**config.mk**
```make
export PLATFORM = sky130hd
export DESIGN_NAME = debounced_button_blink_code_top
export DESIGN_NICKNAME = d
export VERILOG_FILES = /design/src/rtl/core/dbbc_pkg.sv /design/src/rtl/core/dbbc_cfg.sv /design/src/rtl/core/dbbc_step.sv /design/src/rtl/core/debounced_button_blink_code_top.sv
export SDC_FILE = /design/constraint.sdc
export NUM_CORES = 1
export LEC_CHECK = 0
export BUFFER_PORTS_ARGS = -buffer_cell sky130_fd_sc_hd__buf_2
export CAP_MARGIN = 20
export CELL_PAD_IN_SITES_DETAIL_PLACEMENT = 1
export CELL_PAD_IN_SITES_GLOBAL_PLACEMENT = 2
export CORE_MARGIN = 2
export CORE_UTILIZATION = 30
export CTS_BUF_LIST = sky130_fd_sc_hd__clkbuf_8 sky130_fd_sc_hd__clkbuf_16
export DETAILED_ROUTE_END_ITERATION = 8
export GPL_ROUTABILITY_DRIVEN = 0
export MAX_ROUTING_LAYER = met4
export PLACE_DENSITY = 0.65
export RECOVER_POWER = 50
export SYNTH_ARGS = -nofsm -noshare
export SYNTH_HDL_FRONTEND = slang
export SYNTH_SLANG_ARGS = --single-unit
```
**constraint.sdc**
```tcl
create_clock -name clk -period 11.7 [get_ports clk]
set_input_delay 0.585 -clock clk [delete_from_list [all_inputs] [get_ports clk]]
set_output_delay 0.585 -clock clk [all_outputs]
set_load 0.005 [all_outputs]
```
**src/rtl/core/dbbc_pkg.sv**
```systemverilog
// Package for the debounced button blink-code block: types, constants, codes.
package dbbc_pkg;

  // Preset count and the millisecond thresholds of the indicator timing
  localparam int unsigned PRESET_COUNT = 16;
  localparam logic [31:0] HOLD_OFF_MS  = 32'd5000;
  localparam logic [31:0] MIN_PRESS_MS = 32'd100;
  localparam logic [31:0] BLINK_MS     = 32'd200;
  localparam logic [31:0] PAUSE_MS     = 32'd1000;

  // Field widths
  localparam int unsigned TIME_W   = 32;
  localparam int unsigned PRESET_W = 4;
  localparam int unsigned SHOTS_W  = 16;
  localparam int unsigned BLINK_W  = 5;
  localparam int unsigned IN_W     = 56;
  localparam int unsigned OUT_W    = 8;

  // Configuration register indexes
  localparam int unsigned CFG_IDX_W = 2;
  localparam logic [CFG_IDX_W-1:0] REG_DEBOUNCE_MS = 2'd0;
  localparam logic [CFG_IDX_W-1:0] REG_SHOT_LIMIT  = 2'd1;
  localparam logic [CFG_IDX_W-1:0] REG_HOLD_OFF_EN = 2'd2;
  localparam int unsigned CFG_DATA_W = 16;

  // Reset values of the configuration registers
  localparam logic [15:0] DEBOUNCE_RESET = 16'd50;
  localparam logic [15:0] AMMO_RESET     = 16'd0;

  // Clamped preset code, as a blink target width
  localparam logic [BLINK_W-1:0] PRESET_MAX = BLINK_W'(PRESET_COUNT - 1);

  typedef struct packed {
    logic [15:0] debounce_ms;
    logic [15:0] shot_limit;
    logic        hold_power_off_enable;
  } cfg_t;

  typedef struct packed {
    logic [TIME_W-1:0]   now_ms;
    logic                button_pressed;
    logic [PRESET_W-1:0] preset_index;
    logic [SHOTS_W-1:0]  shots_fired;
  } poll_t;

  typedef struct packed {
    logic red_led;
    logic green_led;
    logic toggle_preset;
    logic power_off;
  } result_t;

endpackage

```
**src/rtl/core/dbbc_cfg.sv**
```systemverilog
// Configuration register file of the debounced button blink-code block.
module dbbc_cfg
  import dbbc_pkg::*;
(
  input  logic                  clk,
  input  logic                  rst_n,
  input  logic                  wr_en,
  input  logic [CFG_IDX_W-1:0]  wr_index,
  input  logic [CFG_DATA_W-1:0] wr_data,
  output cfg_t                  cfg
);

  cfg_t cfg_r;

  // Register writes; an index beyond the list is dropped
  always_ff @(posedge clk) begin
    if (!rst_n) begin
      cfg_r.debounce_ms           <= DEBOUNCE_RESET;
      cfg_r.shot_limit            <= AMMO_RESET;
      cfg_r.hold_power_off_enable <= 1'b0;
    end else if (wr_en) begin
      case (wr_index)
        REG_DEBOUNCE_MS: cfg_r.debounce_ms           <= wr_data;
        REG_SHOT_LIMIT:  cfg_r.shot_limit            <= wr_data;
        REG_HOLD_OFF_EN: cfg_r.hold_power_off_enable <= wr_data[0];
        default:         cfg_r <= cfg_r;
      endcase
    end
  end

  assign cfg = cfg_r;

endmodule

```
**src/rtl/core/dbbc_step.sv**
```systemverilog
// Button and indicator state with the single-pass update for one poll.
module dbbc_step
  import dbbc_pkg::*;
(
  input  logic    clk,
  input  logic    rst_n,
  input  logic    fire,
  input  poll_t   poll,
  input  cfg_t    cfg,
  output result_t result
);

  logic               held_r,  held_nxt;
  logic [TIME_W-1:0]  lbt_r,   lbt_nxt;
  logic [TIME_W-1:0]  ind_r,   ind_nxt;
  logic [BLINK_W-1:0] bd_r,    bd_nxt;
  logic               lit_r,   lit_nxt;
  logic               red_r,   red_nxt;
  logic               green_r, green_nxt;

  logic [TIME_W-1:0]  d_btn, d_ind;
  logic [BLINK_W-1:0] preset_w, target;
  logic past_db, press, power, release_ev, toggle, blink_on, blink_off, pause_clr;
  logic ammo_out;

  // Time differences against the stored button and indicator times
  assign d_btn   = poll.now_ms - lbt_r;
  assign d_ind   = poll.now_ms - ind_r;
  assign past_db = d_btn > {16'd0, cfg.debounce_ms};

  // Blink target: clamped preset plus one
  assign preset_w = {1'b0, poll.preset_index};
  assign target   = ((preset_w > PRESET_MAX) ? PRESET_MAX : preset_w) + BLINK_W'(1);

  // Button events; a fresh press leaves a zero hold time, so the stored
  // held flag and time decide power-off and release
  assign press      = !held_r && poll.button_pressed && past_db;
  assign power      = cfg.hold_power_off_enable && held_r && poll.button_pressed &&
                      past_db && (d_btn > HOLD_OFF_MS);
  assign release_ev = !power && held_r && !poll.button_pressed && past_db;
  assign toggle     = release_ev && (d_btn > MIN_PRESS_MS);

  // Indicator steps; a toggle restarts the code at this poll's time
  assign blink_on  = !power && !toggle && !lit_r && (d_ind > BLINK_MS) && (bd_r < target);
  assign blink_off = !power && !toggle && lit_r && (d_ind > BLINK_MS);
  assign pause_clr = !power && !toggle && !lit_r && (d_ind > PAUSE_MS) && (bd_r >= target);
  assign ammo_out  = (cfg.shot_limit != 16'd0) && (poll.shots_fired >= cfg.shot_limit);

  // Next state, in the order of the poll's steps
  always_comb begin
    held_nxt  = held_r;
    lbt_nxt   = lbt_r;
    ind_nxt   = ind_r;
    bd_nxt    = bd_r;
    lit_nxt   = lit_r;
    red_nxt   = red_r;
    green_nxt = green_r;
    if (press) begin
      held_nxt  = 1'b1;
      red_nxt   = 1'b1;
      green_nxt = 1'b0;
      lbt_nxt   = poll.now_ms;
    end
    if (release_ev) begin
      held_nxt = 1'b0;
      lbt_nxt  = poll.now_ms;
      red_nxt  = 1'b0;
    end
    if (toggle) begin
      bd_nxt  = '0;
      lit_nxt = 1'b0;
      ind_nxt = poll.now_ms;
    end
    if (blink_on) begin
      if (ammo_out) begin
        red_nxt = 1'b1;
      end else begin
        green_nxt = 1'b1;
      end
      lit_nxt = 1'b1;
      ind_nxt = poll.now_ms;
      bd_nxt  = bd_r + BLINK_W'(1);
    end
    if (blink_off) begin
      red_nxt   = 1'b0;
      green_nxt = 1'b0;
      lit_nxt   = 1'b0;
      ind_nxt   = poll.now_ms;
    end
    if (pause_clr) begin
      bd_nxt = '0;
    end
  end

  // State registers, updated once per poll
  always_ff @(posedge clk) begin
    if (!rst_n) begin
      held_r  <= 1'b0;
      lbt_r   <= '0;
      ind_r   <= '0;
      bd_r    <= '0;
      lit_r   <= 1'b0;
      red_r   <= 1'b0;
      green_r <= 1'b0;
    end else if (fire) begin
      held_r  <= held_nxt;
      lbt_r   <= lbt_nxt;
      ind_r   <= ind_nxt;
      bd_r    <= bd_nxt;
      lit_r   <= lit_nxt;
      red_r   <= red_nxt;
      green_r <= green_nxt;
    end
  end

  assign result.red_led       = red_nxt;
  assign result.green_led     = green_nxt;
  assign result.toggle_preset = toggle;
  assign result.power_off     = power;

endmodule

```
**src/rtl/core/debounced_button_blink_code_top.sv**
```systemverilog
// Top level of the debounced button blink-code block: stream ports and pipeline.
// Path: a taken poll goes to the input register, and its result to the result register
// once the output is free; a stalled output holds both registers.
// Throughput: one poll per cycle unless out_tready stalls the output; the state
// update is one pass of compares from the input register to state and result registers.
// Reset (rst_n low, synchronous): state cleared, registers at their reset values,
// both pipeline stages empty.
module debounced_button_blink_code_top
  import dbbc_pkg::*;
(
  input  logic                  clk,
  input  logic                  rst_n,
  input  logic                  in_tvalid,
  output logic                  in_tready,
  // [31:0] now_ms, [32] button_pressed, [36:33] preset_index, [52:37] shots_fired
  input  logic [IN_W-1:0]       in_tdata,
  output logic                  out_tvalid,
  input  logic                  out_tready,
  // [0] red_led, [1] green_led, [2] toggle_preset, [3] power_off
  output logic [OUT_W-1:0]      out_tdata,
  input  logic                  cfg_valid,
  output logic                  cfg_ready,
  input  logic [CFG_IDX_W-1:0]  cfg_index,
  input  logic [CFG_DATA_W-1:0] cfg_data
);

  cfg_t    cfg;
  poll_t   poll_r;
  logic    s1_valid_r;
  logic    out_valid_r;
  result_t res_r;
  result_t step_res;
  logic    out_free, s1_move, in_take;

  // Configuration writes are always taken
  assign cfg_ready = 1'b1;

  dbbc_cfg u_cfg (
    .clk      (clk),
    .rst_n    (rst_n),
    .wr_en    (cfg_valid),
    .wr_index (cfg_index),
    .wr_data  (cfg_data),
    .cfg      (cfg)
  );

  // Pipeline handshake
  assign out_free  = !out_valid_r || out_tready;
  assign s1_move   = s1_valid_r && out_free;
  assign in_tready = !s1_valid_r || out_free;
  assign in_take   = in_tvalid && in_tready;

  // Input register
  always_ff @(posedge clk) begin
    if (!rst_n) begin
      s1_valid_r <= 1'b0;
    end else if (in_tready) begin
      s1_valid_r <= in_tvalid;
    end
  end

  always_ff @(posedge clk) begin
    if (in_take) begin
      poll_r.now_ms         <= in_tdata[31:0];
      poll_r.button_pressed <= in_tdata[32];
      poll_r.preset_index   <= in_tdata[36:33];
      poll_r.shots_fired    <= in_tdata[52:37];
    end
  end

  dbbc_step u_step (
    .clk    (clk),
    .rst_n  (rst_n),
    .fire   (s1_move),
    .poll   (poll_r),
    .cfg    (cfg),
    .result (step_res)
  );

  // Result register
  always_ff @(posedge clk) begin
    if (!rst_n) begin
      out_valid_r <= 1'b0;
    end else if (out_free) begin
      out_valid_r <= s1_valid_r;
    end
  end

  always_ff @(posedge clk) begin
    if (s1_move) begin
      res_r <= step_res;
    end
  end

  assign out_tvalid = out_valid_r;
  assign out_tdata  = {4'd0, res_r.power_off, res_r.toggle_preset,
                       res_r.green_led, res_r.red_led};

endmodule
```
==> results.cfg, run 1 <==
[run_status]
status = complete, but fails checks
violations = max-capacitance violations, max-slew violations

[logic_synthesis]
yosys.area.top_type = dfxtp_1
synth-edff-count = 57
synthDistinctLibCells = 97
ys_ff_latch = 165
netlist_instances = 1310
yosys_warnings = 0
yosys.area.top_type_share = 0.187
synthTopCellsByCount = nand2_1 (140), inv_1 (118), dfxtp_1 (108)
post-synth-top-count-cell = nand2_1
mappedNetlistArea_um2 = 11500
syn_area_per_cell_um2 = 8.81
synth_seq_area_share = 0.336
async_flop_share = 0
dominantRegCellSynth = dfxtp_1
synth_area_leaders = dfxtp_1 (19%), edfxtp_1 (15%), ha_1 (11%)

[route]
totalWireLength_um = 31700
via_per_inst = 4.97
num_vias = 9416
wl_per_cell_um = 16.7
drt-pass1-iter-count = 4
drc = 0
dr.first_iter.drc_count = 383
drtAntennaViolNets = 0

[run]
cap_violations = 2

[grt]
overflow = 0
grt_pass1_wl_um = 52700
grt_max_degree = 62
grtUsageTotal = 0.169
antenna_found_initial = 1
grt_pass1_vias = 9767

[worst_hold_path]
hold_depth = 1
min_path_type = input port to flop
min_to = poll_r[2]
min_from = in_tdata[39]

[die]
fp.dieArea_um2 = 40100
io_pins = 90
rows = 71
dieWidth_um = 200
core_region_area_um2 = 37800
initial_core_util = 0.306
dieHeight_um = 200

[clock_tree]
ctsResizeCount = 0
clkLatencyLatePin_ns = 0.47
cts_root_buf = clkbuf_16
ctsHoldBuffers = 0
ctsLongestPathBuffers = 2
post_cts_buffers = 0
path_clk_slew_ns = 0.07
cts_tree = done
clock_sinks = 165
cts_max_level = 4
cts_buffers = 17

[placement]
dp_slack_ns = 6.26
dpl.hpwl_um = 24600
io_buffers = 81
placed_cell_area_um2 = 12400

[timing]
worst_slack_ns = 6.23
holdWs_ns = 0.287
worstMarginPinSlew_ns = 3.29
rsz0062_at_grt = no
timing.fmax_ghz = 0.183
post-route-min-period_ns = 5.47
hold_violations = 0
setup_violations = 0
fin_tns_setup_ns = 0
maxSlewViolCount = 102
min_period_over_period = 0.468
maxSlewHeadroom = -1.19
fin_skew_ns = 0.0125

[finish]
num_antenna_cells = 0
area_growth_pct = 12.3
drive_above_1_share = 0.106
post-route-cell-area_um2 = 13000
seq_area_um2 = 3870
fillers = 4444
finalNetCount = 1551
multi_input_area_um2 = 6960

[worst_setup_path]
path_class = flop to flop
slowest_delay_ns = 0.51
r2r_slack_ns = 6.23
arrival_ns = 5.88
cpMostUsedCell = inv_1
path_cells = inv_1 > ha_1 > inv_1 > fa_1 > a21o_1 > a221oi_4 > o31ai_2 > xnor2_1 > inv_1 > ha_1 > and3_1 > and3_1 > nand2_1 > or3_1 > nor3_1 > a31oi_1 > o21a_1 > o21ai_4 > inv_2 > a32oi_4 > buf_4 > mux2i_1 > and2_1
critPathCaptureType = flop
crit_fanout = 34
worstReg2RegStart = poll_r[21]
timing.rr.end = u_step.ind_r[1]
slowest_stage = buf_4
cp.required_ns = 12.10
cp-start-kind = flop
r2r_cells = 23

[power_and_ir_drop]
ir_drop_v = 0.000113
power_mw = 1.64
p_leak_nw = 5.13
power_density_nw_per_um2 = 127
## sequential cells by signal, summed over array words and instances, names as in the netlist
| register | count |
|---|---|
| u_cfg.cfg | 33 |
| u_step.red_r | 1 |
| u_step.lit_r | 1 |
| u_step.ind_r | 32 |
| u_step.bd_r | 5 |
| poll_r | 53 |
| u_step.green_r | 1 |
| u_step.lbt_r | 32 |
| u_step.held_r | 1 |
| out_tvalid | 1 |
| out_tdata | 4 |
| s1_valid_r | 1 |
## cells by family (layout without fill, tap and decap cells)
| kind of cell | Yosys count | count (layout) | share of synthesized area |
|---|---|---|---|
| simple gates | 426 | 426 | 0.193 |
| compound gates | 330 | 330 | 0.198 |
| buf+inv | 167 | 238 | 0.0644 |
| flops | 165 | 165 | 0.336 |
| fa+ha+maj | 102 | 102 | 0.112 |
| mux | 72 | 72 | 0.0627 |
| xor+xnor | 46 | 46 | 0.0349 |
| other cells | 2 | 5 | 0.000651 |
## cell type report
class / count / share of cell area
tap: 511 / 0.0493
multi-input combinational: 981 / 0.537
sequential: 165 / 0.299
inverter: 119 / 0.0345
timing repair buffer: 87 / 0.0343
clock buffer: 19 / 0.0358
clock inverter: 13 / 0.0103
## through the flow
| stage | instances | utilization |
|---|---|---|
| 2_1_floorplan | 1313 | - |
| 3_3_place_gp | 1862 | 0.327 |
| 3_5_place_dp | 1862 | 0.327 |
| 4_1_cts | 1894 | 0.343 |
| 5_1_grt | 1895 | 0.343 |
| 6_report | 1895 | 0.343 |
## where the power goes
group / switching [mW] / internal (mW)
registers: 0.0236 / 0.625
logic: 0.241 / 0.165
clock network: 0.269 / 0.318
## cells in the final DEF (no fill, tap or decap), drive strengths merged, types with 5 or more instances in the layout
master	instances
nand2	140
inv	126
dfxtp	108
ha	99
a21oi	81
buf	81
nor2b	78
mux2i	70
o21ai	68
edfxtp	57
nor2	55
a21boi	32
xnor2	26
clkbuf	25
a21o	24
nand3	24
nand2b	21
xor2	20
nand4	19
o211ai	16
o21a	16
a31oi	16
nor3	16
and3	11
and2	11
or2	11
nor4	10
o31ai	7
a211o	5
or3	5
o2111ai	5
conb	5
and4	5
a211oi	5
## how the worst max path moves through the flow
stage | startpoint | end | slack [ns] | depth (start not counted)
2_1_floorplan | poll_r[21] | u_step.ind_r[10] | 7.34 | 24
3_3_place_gp | poll_r[21] | u_step.ind_r[1] | 6.24 | 23
3_5_place_dp | poll_r[21] | u_step.ind_r[1] | 6.26 | 23
4_1_cts | poll_r[21] | u_step.ind_r[1] | 6.21 | 23
5_1_grt | poll_r[21] | u_step.ind_r[1] | 5.78 | 23
6_report | poll_r[21] | u_step.ind_r[1] | 6.23 | 23
## metal layers
metal / part of all wire / wire [um] / vias to the layer above / track usage
li1: - / - / 4798 / -
met1: 0.52 / 16400 / 4510 / 0.229
met2: 0.45 / 14100 / 85 / 0.260
met3: 0.020 / 637 / 23 / 0.0293
met4: 0.014 / 445 / 0 / 0.0432
met5: 0 / 0 / - / -
## worst max-delay path: cells and delay by family, from the launching register on
kind            cells  cell delay [ns]
simple gates        6             1.15
xor+xnor            1             0.29
flops               1             0.41
compound gates      7             1.47
mux                 1             0.25
fa+ha+maj           3             0.86
buf+inv             5             0.88
No activity file was read; power rests on OpenSTA's default activity.
==> run 2: changes to the inputs <==
- ABC_AREA: default -> 1
- PLACE_DENSITY: 0.65 -> 0.75
- clock period: 11.7 -> 4.7 ns (I/O delays scaled with it)
==> run 2 against run 1 <==
Against the previous run:
- worst setup slack got worse by 5.9 ns
- area after synthesis increased by 7.4%
- utilization increased by 2.0 points
- flip-flop and latch count unchanged
- clock power increased to 2.5 times the previous value
- register-to-register slack got worse by 5.9 ns
- synthesized cell count increased by 46%
- non-clock buffer count increased by 81
- via count increased by 30%
- the run now ends clean
- sequential share of layout area decreased by 3.8 points
==> results.cfg, run 2 <==
[grt]
overflow = 0
grt_pass1_wl_um = 65100
met1_usage = 0.244
top_usage_layer = met2
use_met2 = 0.324
grt_max_degree = 85
use_met3 = 0.0316
grt_pass1_vias = 12625
grtUsageTotal = 0.194
antenna_found_initial = 0

[timing]
post-route-min-period_ns = 4.33
setup_violations = 0
hold_violations = 0
timing.fmax_ghz = 0.231
worstMarginPinSlew_ns = 0.925
maxSlewViolCount = 0
fin_skew_ns = 0.0154
fin_tns_setup_ns = 0
worst_slack_ns = 0.369
min_period_over_period = 0.921
maxSlewHeadroom = 0.383

[clock_tree]
cts_tree = done
clock_sinks = 165
path_clk_slew_ns = 0.08
ctsLongestPathBuffers = 2
clkLatencyLatePin_ns = 0.49
cts_buffers = 17
cts_root_buf = clkbuf_16
cts_max_level = 4

[logic_synthesis]
dominantRegCellSynth = dfxtp_1
ys_ff_latch = 165
mappedNetlistArea_um2 = 12400
async_flop_share = 0
synth-edff-count = 57
yosys_warnings = 0
yosys.area.top_type = dfxtp_1
synthTopCellsByCount = nand2_1 (526), inv_1 (375), nor2_1 (168)
netlist_instances = 1910
post-synth-top-count-cell = nand2_1
synth_seq_area_share = 0.312
yosys.area.top_type_share = 0.174
synth_area_leaders = dfxtp_1 (17%), nand2_1 (16%), edfxtp_1 (14%)
syn_area_per_cell_um2 = 6.49
synthDistinctLibCells = 46

[power_and_ir_drop]
pwr-share-comb = 0.348
pwr-share-seq = 0.345
ir_drop_v = 0.000226
internal_power_mw = 2.92
power_density_nw_per_um2 = 323
p_clk_frac = 0.307
p_leak_nw = 7.23
sw_frac_of_total = 0.392
power.switching_mw = 1.88

[worst_setup_path]
r2r_slack_ns = 0.37
critPathCaptureType = flop
slowest_delay_ns = 0.46
crit_fanout = 33
critPathTopFamily = simple AND/OR/NAND/NOR gates
slowest_stage = edfxtp_1
arrival_ns = 4.75
cp.required_ns = 5.12
cpMostUsedCell = nand2_1
worstReg2RegStart = poll_r[30]
cp-start-kind = flop
path_class = flop to flop
crit_start = poll_r[30]
path_buf_inv = 5

[finish]
num_antenna_cells = 0
final_core_util = 0.363
regMostFlops = poll_r
largest_reg_flops = 53
layout.cells.non_filler = 2601
finalNetCount = 2236
final_cell_mix = nand2_1 (525), inv_1 (376), nor2_1 (162), a21oi_1 (155), nand3_1 (133)
post-route-cell-area_um2 = 14800
drive_above_1_share = 0.0836
fillers = 5276
area_growth_pct = 19.7
layout_commonest_cell = nand2_1

[die]
fp.dieArea_um2 = 43000
dieWidth_um = 207
io_pins = 90
initial_core_util = 0.304
rows = 74
core_region_area_um2 = 40800
dieHeight_um = 207

[route]
dr.first_iter.drc_count = 506
drtAntennaViolNets = 0
drc = 0
wl_per_cell_um = 15.5
via_per_inst = 4.70
totalWireLength_um = 40200
num_vias = 12213
drt-pass1-iter-count = 5

[run]
cap_violations = 0

[placement]
placed_cell_area_um2 = 13400
dp_slack_ns = 0.107
io_buffers = 81
placedCellCount = 2505
dpl.hpwl_um = 31900

[run_status]
status = finished clean

[worst_hold_path]
min_path_type = input port to flop
min_from = cfg_data[3]
==> run 2: cell count changes after synthesis, moves of 31 or more <==
cell,delta
nand2_1,+386
inv_1,+257
nor2_1,+113
nand3_1,+111
nor2b_1,-78
a21oi_1,+75
mux2i_1,-70
o21ai_0,+35
a21boi_0,-31
==> run 2: area by class of cell <==
type	count	area, um^2	area share
inverters	384	1440	0.0971
clock buffers	17	425	0.0287
well taps	532	666	0.0448
multi-input cells	1320	7030	0.474
flip-flops and latches	165	3870	0.261
repair buffers	168	1210	0.0819
clock inverters	15	186	0.0126
==> run 2: per-layer routing <==
layer / vias up / share of wire
met5: - / 0
met4: 0 / 0.012
met3: 28 / 0.028
met2: 153 / 0.48
met1: 5706 / 0.49
li1: 6326 / -
==> run 2: through the flow <==
stage / total power [mW] / hold WS [ns]
final: 4.79 / 0.0551
after global routing: 5.16 / 0.0436
after CTS: 4.79 / 0.00972
after detailed placement: 3.25 / 0.413
after global placement: 3.21 / 0.412
after floorplan: 2.82 / 0.334
==> run 2: path summary, 6_finish.rpt <==
check | to | cells past startpoint
worst max-delay path | u_step.ind_r[27] | 31
worst min-delay path | u_cfg.cfg[4] | 3
worst max register to register | u_step.ind_r[27] | 31
worst min register to register | u_step.lbt_r[0] | 2
==> run 2: kinds of logic after synthesis <==
family                   share of synthesized area
AND/OR/NAND/NOR                              0.308
buffers and inverters                        0.137
AO/OA/AOI/OAI                                0.120
flip-flops                                   0.312
adder cells (fa/ha/maj)                      0.103
XOR/XNOR                                    0.0191
other                                     0.000606
==> run 2: repair_timing <==
action | 4_1_cts | 5_1_grt
hold buffers | 56 | 0
setup endpoints to repair | 0 | 71
gates resized for setup | 0 | 32
endpoints found under the hold margin | 56 | 0
buffers inserted | 0 | 6
==> run 2: worst min-delay path: cells and delay by family <==
kind,cells,cell delay (ns)
AOI/OAI and AO/OA,2,0.18
buffers and inverters,1,0.09
==> run 2: power by group through the flow <==
stage	clock network (mW)	registers [mW]	logic (mW)
floorplan	0	1.66	1.16
global placement	0	1.68	1.53
detailed placement	0	1.69	1.57
CTS	1.53	1.65	1.61
global route	1.57	1.67	1.92
finish	1.47	1.65	1.67
==> run 3: changes to the inputs <==
- CTS_BUF_LIST: sky130_fd_sc_hd__clkbuf_8 sky130_fd_sc_hd__clkbuf_16 -> sky130_fd_sc_hd__clkbuf_2
- PLACE_DENSITY: 0.75 -> 0.72
- REMOVE_ABC_BUFFERS: default -> 1
- clock period: 4.7 -> 5.6 ns (I/O delays scaled with it)
==> run 3 against run 2 <==
Against the previous run:
- the flow now finishes with violations (max-capacitance violations, max-slew violations)
- sequential share of layout area down 0.58 points
- register-to-register slack improved by 0.37 ns
- count of clock-buffer cells in the layout rose by 1
- flip-flop and latch count stayed put
- power shrank 27%
- worst hold slack better by 0.18 ns
- first-iteration DRC count up 3.0%
- critical path type unchanged
- critical endpoint is now u_step.lbt_r[2]
==> results.cfg, run 3 (synthesized netlist as in run 2, its figures left out) <==
[timing]
fin_tns_setup_ns = 0
maxSlewViolCount = 54
min_period_over_period = 0.868
holdWs_ns = 0.231
worstMarginPinSlew_ns = 3.54
timing.fmax_ghz = 0.206
hold_violations = 0
fin_skew_ns = 0.0844
post-route-min-period_ns = 4.86
setup_violations = 0
maxSlewHeadroom = -1.36
rsz0062_at_grt = no

[finish]
final_core_util = 0.372
largest_reg_flops = 53
layout_commonest_cell = nand2_1
fillers = 5300
area_growth_pct = 22.4
drive_above_1_share = 0.0671
finalNetCount = 2314
layout.cells.non_filler = 2682
final_cell_mix = nand2_1 (526), inv_1 (374), nor2_1 (168), dlygate4sd3_1 (159), a21oi_1 (155)
regMostFlops = poll_r

[worst_setup_path]
r2r_slack_ns = 0.74
timing.rr.end = u_step.lbt_r[2]
cpMostUsedCell = nand3_1
critPathCaptureType = flop
r2r_cells = 26
path_buf_inv = 4
path_class = flop to flop
cp-start-kind = flop
worstReg2RegStart = poll_r[21]
arrival_ns = 5.81
critPathTopFamily = simple AND/OR/NAND/NOR gates
crit_fanout = 44
slowest_delay_ns = 0.54
slowest_stage = a31oi_4
cp.required_ns = 6.55

[clock_tree]
ctsResizeCount = 0
clock_sinks = 165
cts_tree = done
cts_buffers = 17
cts_max_level = 4
path_clk_slew_ns = 0.23
ctsHoldBuffers = 159
clkLatencyLatePin_ns = 1.04
ctsLongestPathBuffers = 2
cts_root_buf = clkbuf_2
post_cts_buffers = 0

[route]
dr.first_iter.drc_count = 521
totalWireLength_um = 41100
drtAntennaViolNets = 0
wl_per_cell_um = 15.3
drt-pass1-iter-count = 5
drc = 0
via_per_inst = 4.65
num_vias = 12482

[power_and_ir_drop]
power_density_nw_per_um2 = 231
p_leak_nw = 7.42
p_clk_frac = 0.207
pwr-share-seq = 0.400
internal_power_mw = 2.09
power.switching_mw = 1.41
ir_drop_v = 0.000170
pwr-share-comb = 0.394
sw_frac_of_total = 0.403

[worst_hold_path]
min_path_type = input port to flop
min_to = u_cfg.cfg[1]
min_from = cfg_index[1]
hold_depth = 5

[placement]
placedCellCount = 2487
dpl.hpwl_um = 31900
io_buffers = 81

[die]
dieWidth_um = 207
io_pins = 90
initial_core_util = 0.304
dieHeight_um = 207
rows = 74
fp.dieArea_um2 = 43000
core_region_area_um2 = 40800

[run]
cap_violations = 1

[grt]
grt_pass1_vias = 12526
antenna_found_initial = 2
grt_max_degree = 107
grtUsageTotal = 0.203
grt_pass1_wl_um = 66900
overflow = 0

[run_status]
violations = max-capacitance violations, max-slew violations
status = complete, but fails checks
[run 3: cell types whose count changed in the layout (fill, tap and decap cells not counted), moves of 6 or more]
cell           delta
dlygate4sd3_1   +103
ha_4              -8
clkbuf_2         +18
clkbuf_16        -18
clkbuf_1         -20
ha_1             +11
nor2_1            +6
buf_4            -25
nor2_2            -6
buf_2            +22
[run 3: worst reg2reg max path, delay by kind of cell (launching register included)]
| family | cells | cell delay (ns) |
|---|---|---|
| flops | 1 | 0.44 |
| buf+inv | 4 | 0.58 |
| fa+ha+maj | 3 | 1.02 |
| compound gates | 3 | 0.81 |
| simple gates | 15 | 1.52 |
| xor+xnor | 1 | 0.46 |
[run 3: how the worst max path moves through the flow]
stage          cells after the start       start               end
5_1_grt                           26  poll_r[21]   u_step.lbt_r[2]
4_1_cts                           26  poll_r[21]  u_step.lbt_r[21]
3_5_place_dp                      26  poll_r[21]  u_step.lbt_r[16]
6_report                          26  poll_r[21]   u_step.lbt_r[2]
3_3_place_gp                      26  poll_r[21]   u_step.lbt_r[0]
2_1_floorplan                     23  poll_r[21]   u_step.lbt_r[0]
[run 3: per-stage QoR]
| stage | setup WS (ns) | cell area (um^2) | power [mW] |
|---|---|---|---|
| floorplan | 0.173 | 12200 | 2.31 |
| CTS | 0.655 | 15200 | 3.56 |
| global placement | 0.832 | 13300 | 2.68 |
| finish | 0.738 | 15200 | 3.50 |
| global route | 0.258 | 15200 | 3.81 |
| detailed placement | 0.748 | 13300 | 2.72 |
[run 3: power by group through the flow]
stage / registers [mW] / clock network [mW] / logic, mW
after floorplan: 1.40 / 0 / 0.917
after global placement: 1.42 / 0 / 1.26
after detailed placement: 1.43 / 0 / 1.29
after CTS: 1.40 / 0.773 / 1.39
after global routing: 1.41 / 0.809 / 1.59
final: 1.40 / 0.725 / 1.38
[run 3: metal layers]
layer / global-route usage / vias up / wire length, um / share of wire
li1: - / 6495 / - / -
met5: - / - / 0 / 0
met2: 0.317 / 139 / 18600 / 0.45
met4: 0.0576 / 0 / 653 / 0.016
met1: 0.271 / 5821 / 20800 / 0.51
met3: 0.0297 / 27 / 1020 / 0.025
[run 3: final cells by class]
class	count	area, um^2	area share
antenna	3	7.51	0.000495
inverter	384	1440	0.0950
clock inverter	14	158	0.0104
timing repair buffer	246	2080	0.137
tap	532	666	0.0439
sequential	165	3870	0.255
multi-input combinational	1320	6860	0.452
clock buffer	18	90.1	0.00594
